`src/hw/rtl/trbc_pkg.sv`:
```
package trbc_pkg;

  localparam int DEPTH = 1024;
  localparam int PTR_W = (DEPTH > 1) ? $clog2(DEPTH) : 1;
  localparam int OFF_W = 10;
  localparam int CNT_W = 10;
  localparam int TAG_W = 8;
  localparam int DATA_W = 64;
  localparam int ENTRY_W = TAG_W + DATA_W;
  localparam int SUM_W = ((PTR_W > OFF_W) ? PTR_W : OFF_W) + 1;

  typedef logic [1:0] cmd_t;
  typedef logic [PTR_W-1:0] ptr_t;
  typedef logic [CNT_W-1:0] cnt_t;

  localparam cmd_t CMD_APPEND   = 2'd0;
  localparam cmd_t CMD_COMMIT   = 2'd1;
  localparam cmd_t CMD_ROLLBACK = 2'd2;
  localparam cmd_t CMD_READ     = 2'd3;

  typedef struct packed {
    ptr_t wr_addr;
    ptr_t rd_addr;
    logic hit;
    cnt_t committed_count;
    cnt_t held_count;
  } ptr_stat_t;

  function automatic ptr_t ring_next(ptr_t p);
    return (p == PTR_W'(DEPTH - 1)) ? '0 : p + 1'b1;
  endfunction

  function automatic ptr_t ring_dist(ptr_t from, ptr_t to);
    logic [PTR_W:0] t;
    t = {1'b0, to} + (PTR_W + 1)'(DEPTH) - {1'b0, from};
    if (to >= from) begin
      return to - from;
    end
    return t[PTR_W-1:0];
  endfunction

  function automatic cnt_t to_count(ptr_t d);
    return CNT_W'(d);
  endfunction

endpackage

```
`src/hw/rtl/trbc_ptr_ctl.sv`:
```
module trbc_ptr_ctl (
  input  logic                           clk,
  input  logic                           rst,
  input  logic                           step,
  input  trbc_pkg::cmd_t                 cmd,
  input  logic [trbc_pkg::OFF_W-1:0]     read_offset,
  output trbc_pkg::ptr_stat_t            stat
);
  import trbc_pkg::*;

  ptr_t write_ptr, read_ptr, commit_ptr;
  ptr_t write_ptr_next, read_ptr_next, commit_ptr_next;
  ptr_t wr_inc;
  ptr_t committed_cur;
  logic [SUM_W-1:0] sum;
  logic [SUM_W-1:0] idx;

  always_comb begin
    write_ptr_next  = write_ptr;
    read_ptr_next   = read_ptr;
    commit_ptr_next = commit_ptr;
    wr_inc          = ring_next(write_ptr);
    unique case (cmd)
      CMD_APPEND: begin
        write_ptr_next = wr_inc;
        if (wr_inc == read_ptr) begin
          read_ptr_next = ring_next(read_ptr);
        end
        if (wr_inc == commit_ptr) begin
          commit_ptr_next = ring_next(commit_ptr);
        end
      end
      CMD_COMMIT:   commit_ptr_next = write_ptr;
      CMD_ROLLBACK: write_ptr_next = commit_ptr;
      CMD_READ: ;
      default: ;
    endcase
  end

  always_comb begin
    committed_cur = ring_dist(read_ptr, commit_ptr);
    sum = SUM_W'(read_ptr) + SUM_W'(read_offset);
    idx = (sum >= SUM_W'(DEPTH)) ? sum - SUM_W'(DEPTH) : sum;
    stat.wr_addr         = write_ptr;
    stat.rd_addr         = idx[PTR_W-1:0];
    stat.hit             = SUM_W'(read_offset) < SUM_W'(committed_cur);
    stat.committed_count = to_count(ring_dist(read_ptr_next, commit_ptr_next));
    stat.held_count      = to_count(ring_dist(read_ptr_next, write_ptr_next));
  end

  always_ff @(posedge clk) begin
    if (rst) begin
      write_ptr  <= '0;
      read_ptr   <= '0;
      commit_ptr <= '0;
    end else if (step) begin
      write_ptr  <= write_ptr_next;
      read_ptr   <= read_ptr_next;
      commit_ptr <= commit_ptr_next;
    end
  end

  a_commit_within_held: assert property (@(posedge clk) disable iff (rst)
    ring_dist(read_ptr, commit_ptr) <= ring_dist(read_ptr, write_ptr))
    else $error("commit pointer outside held entries");

  a_rollback_empties_pending: assert property (@(posedge clk) disable iff (rst)
    step && cmd == CMD_ROLLBACK |=> write_ptr == commit_ptr)
    else $error("rollback left pending entries");

endmodule

```
`config.mk`:
```
export PLATFORM = sky130hd
export DESIGN_NAME = trbc_ptr_ctl
export DESIGN_NICKNAME = d
export VERILOG_FILES = /design/src/hw/rtl/trbc_pkg.sv /design/src/hw/rtl/trbc_ptr_ctl.sv
export SDC_FILE = /design/constraint.sdc
export NUM_CORES = 1
export LEC_CHECK = 0
export BUFFER_PORTS_ARGS = -buffer_cell sky130_fd_sc_hd__clkbuf_2
export CAP_MARGIN = 20
export CELL_PAD_IN_SITES_DETAIL_PLACEMENT = 0
export CELL_PAD_IN_SITES_GLOBAL_PLACEMENT = 1
export CORE_AREA = 5 5 107 119
export DETAILED_ROUTE_END_ITERATION = 6
export DIE_AREA = 0 0 112 124
export PLACE_DENSITY_LB_ADDON = 0.2
export SLEW_MARGIN = 10
export SYNTH_ARGS = -nofsm -noshare
export SYNTH_HDL_FRONTEND = slang
export SYNTH_SLANG_ARGS = --single-unit
export TNS_END_PERCENT = 50
```
`constraint.sdc`:
```
create_clock -name clk -period 8.1 [get_ports clk]
set_input_delay 1.215 -clock clk [delete_from_list [all_inputs] [get_ports clk]]
set_output_delay 1.215 -clock clk [all_outputs]
set_load 0.02 [all_outputs]
```
== Word level (Yosys, flattened, before mapping) ==
Cells that the tools add are included.

* Register bits: 30
* Input port bits: 15
* Output and inout bits: 41

* Add/subtract/negate cells: 14
* Magnitude comparators: 5
* Equal/unequal tests: 7
* Mux-type cells: 18
* Reduce and logical (&&, ||, !) cells: 1

{| class="wikitable"
|+ Operators by type and width
! kind !! count
|-
| two-way mux 10 bit || 13
|-
| adder 10 x 1 -> 10 bit (second input constant) || 6
|-
| subtractor 10 bit || 6
|-
| one-hot mux 10 bit (2 select lines) || 2
|-
| == test 10 bit (second input constant) || 3
|-
| >= comparator 10 bit || 3
|-
| == test 10 bit || 2
|-
| adder 10 x 10 -> 11 bit || 1
|-
| >= comparator 11 bit (second input constant) || 1
|-
| less-than comparator 10 bit || 1
|-
| subtractor 10 x 1 -> 10 bit (second input constant) || 1
|-
| two-way mux 1 bit || 3
|-
| == test 2 x 1 -> 1 bit (second input constant) || 1
|-
| == test 2 bit (second input constant) || 1
|-
| zero test 2 bit || 1
|}

== Longest topological paths before layout ==
Gate-level depths: netlist of run 1.

* Depth in word-level cells: 8
* Gate-level depth with buffers: 23
* Depth with buffers taken out: 19

== Worst setup path before layout of run 1 ==
Ideal clock, no wire load.

* Kind: reg2out
* From: register write_ptr[1]
* To: output port stat[9] in the netlist's numbering
* Data arrival time: 5.026 ns
* Data required time: 6.885 ns
* Path slack: 1.859 ns
* Stages on the path, launching flop included: 23
* Buffers on the path: 3
* Path through: dfxtp_1 > ha_1 > buf_4 > nand3_2 > or4_1 > a21o_1 > xnor2_1 > or4_1 > nor3_1 > buf_2 > buf_2 > nand2_1 > o21a_1 > ha_1 > nor2b_1 > o21ai_0 > a21boi_0 > o21ai_0 > nand2b_1 > a21o_1 > a21oi_1 > o21ai_0 > xor2_1

{| class="wikitable"
|+ RTL lines
! what !! RTL line !! text
|-
| start: declaration || trbc_ptr_ctl.sv:11 || <nowiki>ptr_t write_ptr, read_ptr, commit_ptr;</nowiki>
|-
| start signal: assignment || trbc_ptr_ctl.sv:57 || <nowiki>write_ptr <= write_ptr_next;</nowiki>
|-
| end: declaration || trbc_ptr_ctl.sv:7 || <nowiki>output trbc_pkg::ptr_stat_t stat</nowiki>
|}

==> impl_metrics.toml, run 1 <==
[run_status]
status = "finished, final reports clean"

[clocking]
cts_root_buffer = "clkbuf_16"
cts_hold_buf = 0
post_cts_buffers = 0
cts_buffer_depth = 2
cts_buffers = 5
htreeDepth = 2
clk_pin_slew_ps = 50
cts_tree = "done"
ctsResizeCount = 0
cts_num_sinks = 30
worstSkewPairLatency_ps = 280

[timing]
finalSetupTns_ps = 0
max_freq_mhz = 139
layout_min_cycle_time_ps = 7190
worst_pin_slew_ps = 729
finalMaxSlewViolations = 0
timing.hold.ws_ps = 623
finalCritPeriodShare_pct = 88.8
skew_ps = 4.50
fin_ws_ps = 908
final_hold_viol_count = 0
setup_viol = 0
slew_headroom_pct = 51.4
rsz0062_at_grt = "no"

[run]
drv_cap = 0

[cells_and_area]
postLayoutCellArea_sq_mm = 0.00488
syn_to_final_growth_pct = 10.6
fin_nets = 707
fin_util_pct = 43.1
drive_gt1_share_pct = 11.9
antennaDiodeCount = 0

[critical_path]
crit_path_end_kind = "primary output"
required_ps = 6880
critPathBufInv = 3
critPathMaxFanout = 20
crit_family = "simple AND/OR/NAND/NOR gates"
slowest_delay_ps = 600
critPathKind = "flop to primary output"
crit_path_frequent_cell = "a21oi_1"
crit_slowest_cell = "or4_1"
cp-start-kind = "flop"
crit_chain = "ha_1, nand3_2, or4_1, a21o_1, xnor2_1, or4_1, nor3_2, buf_4, nand2_1, mux2i_1, ha_1, inv_1, fa_1, a21o_1, a21oi_1, o21bai_1, a21oi_1, o21bai_1, a21oi_1, xnor2_1, clkbuf_2"
cp.arrival_ps = 5980

[yosys]
synth_flop_cell = "dfxtp_1"
postSynthRegisterBits = 30
syn-cell-area_sq_mm = 0.00441
avgSynthCellArea_sq_um = 7.20
synth_cells = 613
seq_area_frac_synth_pct = 13.6
synth_nets = 680
synth-edff-count = 0
async_reset_ff_share_pct = 0
yosysUniqueCellTypes = 68
yosysWarnings = 0

[global_route]
antenna_found_initial = 0
overflow = 0
grt_pass1_vias = 4325
grt_max_degree = 43
grt_pass1_wl_mm = 21.9
track_usage_pct = 19.4

[routing]
wl_met1_mm = 5.86
top_layer = "met4"
drt-pass1-iter-count = 4
remaining_drc_errors = 0
routed-wl-met2_mm = 6.67
vias = 4545
ant_nets = 0
dr_wl_met3_microns = 753
routed_wirelength_mm = 13.6
via_per_inst = 5.75
drt_iter0_drc = 347
routedWlPerCell_microns = 17.2

[floorplanning]
die_x_microns = 112
io_pins = 56
core_area_sq_mm = 0.0113
start_util_pct = 38.9
fp-row-count = 41
die_y_microns = 124
die-area_sq_mm = 0.0139

[power_and_ir_drop]
ir_drop_mv = 0.0746
p_per_area_mw_per_mm2 = 108
leakagePower_nw = 2.11

[place]
gp_congestion = 0.875
port_buffers = 55
dp_slack_ps = 1250
place_hpwl_mm = 10.6
place_area_sq_mm = 0.00475

[worst_hold_path]
min_path_type = "flop to flop"
-- cell usage in the layout, fill, tap and decap left out, drive strengths merged, types with 4 or more instances in the layout --
master and instances:
nor2 72, a21oi 52, o31ai 4, and3 5
o22a 7, nand2b 14, dfxtp 30, o21ai 33
nand3 18, mux2i 14, a211oi 9, o21bai 7
xor2 18, buf 5, a31oi 11, a21o 12
ha 48, inv 38, nor3 15, nor4 5
fa 4, a311oi 4, nor2b 12, xnor2 30
and2 5, nand4 12, nand2 38, clkbuf 62
o21a 7
-- tightest hold or removal path: stages (launching register included) --
cell and delay (ps):
dfxtp_1 420, nand2_1 110, a21oi_1 50
-- worst paths after layout --
check / depth (start not counted) / from / slack [ps] / endpoint
max: 21 / write_ptr[0]$_SDFFE_PP0P_ / 910 / stat[18]
min: 2 / read_ptr[0]$_SDFFE_PP0P_ / 620 / read_ptr[0]$_SDFFE_PP0P_
max reg2reg: 11 / write_ptr[0]$_SDFFE_PP0P_ / 4030 / read_ptr[9]$_SDFFE_PP0P_
min reg2reg: 2 / read_ptr[0]$_SDFFE_PP0P_ / 620 / read_ptr[0]$_SDFFE_PP0P_
-- cell type report --
type	instances	area [sq um]
Tap cell	150	188
Sequential cell	30	601
Inverter	40	150
Clock buffer	7	133
Multi-Input combinational cell	503	3500
Timing Repair Buffer	60	313
Fill cell	1200	6450
-- cell usage after synthesis (14+ instances only) --
| master | instances | share of area, % |
|---|---|---|
| mux2i_1 | 14 | 3.2 |
| nand2b_1 | 14 | 2.0 |
| nor3_1 | 15 | 1.7 |
| nand2_1 | 38 | 3.2 |
| a21oi_1 | 52 | 5.9 |
| ha_1 | 48 | 14 |
| nor2_1 | 72 | 6.1 |
| inv_1 | 37 | 3.1 |
| clkbuf_1 | 26 | 2.2 |
| dfxtp_1 | 30 | 14 |
| xnor2_1 | 30 | 6.0 |
| xor2_1 | 18 | 3.6 |
| o21ai_0 | 31 | 3.5 |
| nand3_1 | 17 | 1.9 |
-- sequential cells by signal, summed over array words and instances, names as in the netlist --
register	flops
read_ptr	10
commit_ptr	10
write_ptr	10
-- metrics by stage --
stage | power [mW] | instances
finish | 0.529 | 790
CTS | 0.536 | 790
floorplan | 0.300 | 613
global route | 0.561 | 790
global placement | 0.351 | 783
detailed placement | 0.353 | 783
-- report_power, final --
part	total, mW	internal [mW]	switching [mW]
Clock	0.180	0.112	0.0676
Sequential	0.162	0.151	0.0109
Combinational	0.187	0.0739	0.113
-- per-layer routing --
metal  global-route usage, %  up-vias
li1                        -     2252
met5                       0        -
met3                    2.77       17
met1                    24.0     2137
met2                    35.0      139
met4                    6.46        0
-- cell families (layout without fill, tap and decap cells) --
logic type / Yosys count / in the layout / share of synthesized area, %
multiplexers: 15 / 15 / 3.43
AND/OR/NAND/NOR: 211 / 211 / 23.7
AO/OA/AOI/OAI: 175 / 175 / 26.0
adder cells (fa/ha/maj): 52 / 52 / 15.4
XOR/XNOR: 50 / 50 / 10.5
buffers and inverters: 80 / 107 / 7.23
flip-flops: 30 / 30 / 13.6
Note: power is estimated with default switching activity, not from simulation.
==> inputs of run 2 (changes only) <==
--- a/config.mk
+++ b/config.mk
@@ -7,8 +7,6 @@
 export LEC_CHECK = 0
 export BUFFER_PORTS_ARGS = -buffer_cell sky130_fd_sc_hd__clkbuf_2
 export CAP_MARGIN = 20
-export CELL_PAD_IN_SITES_DETAIL_PLACEMENT = 0
-export CELL_PAD_IN_SITES_GLOBAL_PLACEMENT = 1
 export CORE_AREA = 5 5 107 119
 export DETAILED_ROUTE_END_ITERATION = 6
 export DIE_AREA = 0 0 112 124
==> impl_metrics.toml, run 2 (synthesis results as in run 1) <==
[routing]
remaining_drc_errors = 0
routed-wl-met2_mm = 5.96
ant_nets = 0
drt_iter0_drc = 403
routed_wirelength_mm = 12.9
wl_met1_mm = 5.92
via_per_inst = 5.63
routedWlPerCell_microns = 16.4
top_layer = "met4"
drt-pass1-iter-count = 4
dr_wl_met3_microns = 716
vias = 4445

[clocking]
cts_buffer_depth = 2
cts_root_buffer = "clkbuf_16"
clk_pin_slew_ps = 50
htreeDepth = 2
cts_buffers = 5
post_cts_buffers = 0
cts_num_sinks = 30
worstSkewPairLatency_ps = 290
ctsResizeCount = 0
cts_tree = "done"
cts_hold_buf = 0

[global_route]
overflow = 0
grt_pass1_vias = 4319
grt_max_degree = 43
grt_pass1_wl_mm = 21.1
antenna_found_initial = 0
track_usage_pct = 18.6

[timing]
final_hold_viol_count = 0
slew_headroom_pct = 53.8
skew_ps = 3.89
max_freq_mhz = 140
finalCritPeriodShare_pct = 88.4
finalSetupTns_ps = 0
setup_viol = 0
finalMaxSlewViolations = 0
timing.hold.ws_ps = 618
worst_pin_slew_ps = 693
rsz0062_at_grt = "no"
layout_min_cycle_time_ps = 7160

[cells_and_area]
seq_area_sq_um = 601
final-instance-count-excl-fill = 790
fillCellCount = 1200
multiInputGateArea_sq_mm = 0.00350
fin_nets = 706
reg_top3 = "commit_ptr: 10 flops, read_ptr: 10 flops, write_ptr: 10 flops"
final_cell_mix = "72 x nor2_1, 55 x clkbuf_2, 52 x a21oi_1, 48 x ha_1, 38 x nand2_1"
drive_gt1_share_pct = 12.0
antennaDiodeCount = 0
syn_to_final_growth_pct = 10.8
final_common_cell = "nor2_1"

[place]
gp_congestion = 0.908
port_buffers = 55
dp_cells = 782
place_hpwl_mm = 10.1

[run]
drv_cap = 0

[power_and_ir_drop]
leakagePower_nw = 2.11
p_per_area_mw_per_mm2 = 111
ir_drop_mv = 0.0653

[critical_path]
cp-start-kind = "flop"
crit_chain = "ha_1, nand3_2, or4_1, a21o_1, xnor2_1, or4_1, nor3_2, buf_4, nand2_1, mux2i_1, ha_1, inv_1, fa_1, a21o_1, a21oi_1, o21bai_1, a21oi_1, o21bai_1, a21oi_1, xnor2_1, clkbuf_2"
crit_family = "simple AND/OR/NAND/NOR gates"
critPathMaxFanout = 20
crit_path_end_kind = "primary output"
critPathKind = "flop to primary output"
cp.arrival_ps = 5940
crit_path_frequent_cell = "a21oi_1"
critPathBufInv = 3
required_ps = 6880
slowest_delay_ps = 590
crit_slowest_cell = "or4_1"

[floorplanning]
io_pins = 56
die_y_microns = 124
start_util_pct = 38.9
core_area_sq_mm = 0.0113
die_x_microns = 112
die-area_sq_mm = 0.0139
fp-row-count = 41

[worst_hold_path]
min_path_type = "flop to flop"

[run_status]
status = "finished, final reports clean"
run 2: cell types whose count changed in the layout (fill, tap and decap cells not counted), sizes merged:
cell / delta
buf: -1
clkinv: +1
run 2: final timing paths:
| kind | from | endpoint | slack (ps) | cells after the start |
|---|---|---|---|---|
| min reg2reg | read_ptr[0]$_SDFFE_PP0P_ | read_ptr[0]$_SDFFE_PP0P_ | 620 | 2 |
| max reg2reg | write_ptr[0]$_SDFFE_PP0P_ | read_ptr[9]$_SDFFE_PP0P_ | 4090 | 11 |
| min | read_ptr[0]$_SDFFE_PP0P_ | read_ptr[0]$_SDFFE_PP0P_ | 620 | 2 |
| max | write_ptr[0]$_SDFFE_PP0P_ | stat[18] | 940 | 21 |
run 2: final cells by class:
type | instances | share of cell area, %
multi-input cells | 503 | 71.6
flip-flops and latches | 30 | 12.3
repair buffers | 59 | 6.24
well taps | 150 | 3.84
inverters | 40 | 3.07
clock buffers | 7 | 2.92
clock inverters | 1 | 0.102
run 2: power by group:
group | leakage (nW) | total (mW) | switching [mW] | internal, mW
Combinational | 1.79 | 0.187 | 0.113 | 0.0739
Sequential | 0.243 | 0.162 | 0.0110 | 0.151
Clock | 0.0739 | 0.192 | 0.0705 | 0.122
run 2: per-layer routing:
layer	vias to the layer above	track usage [%]
li1	2252	-
met1	2038	24.0
met2	131	31.8
met3	24	1.85
met4	0	8.19
met5	-	0
run 2: tightest hold or removal path, cell delays in order (launching register included):
cell     delay (ps)
dfxtp_1         410
nand2_1         100
a21oi_1          50
run 2: through the flow:
| stage | util, % | instance area, sq um | power (mW) | setup slack [ps] |
|---|---|---|---|---|
| final | 43.1 | 4890 | 0.541 | 940 |
| after CTS | 43.1 | 4890 | 0.549 | 949 |
| after detailed placement | 41.8 | 4740 | 0.352 | 1270 |
| after global routing | 43.1 | 4890 | 0.571 | 545 |
| after floorplan | - | 4410 | 0.300 | 1860 |
| after global placement | 41.8 | 4740 | 0.350 | 1450 |
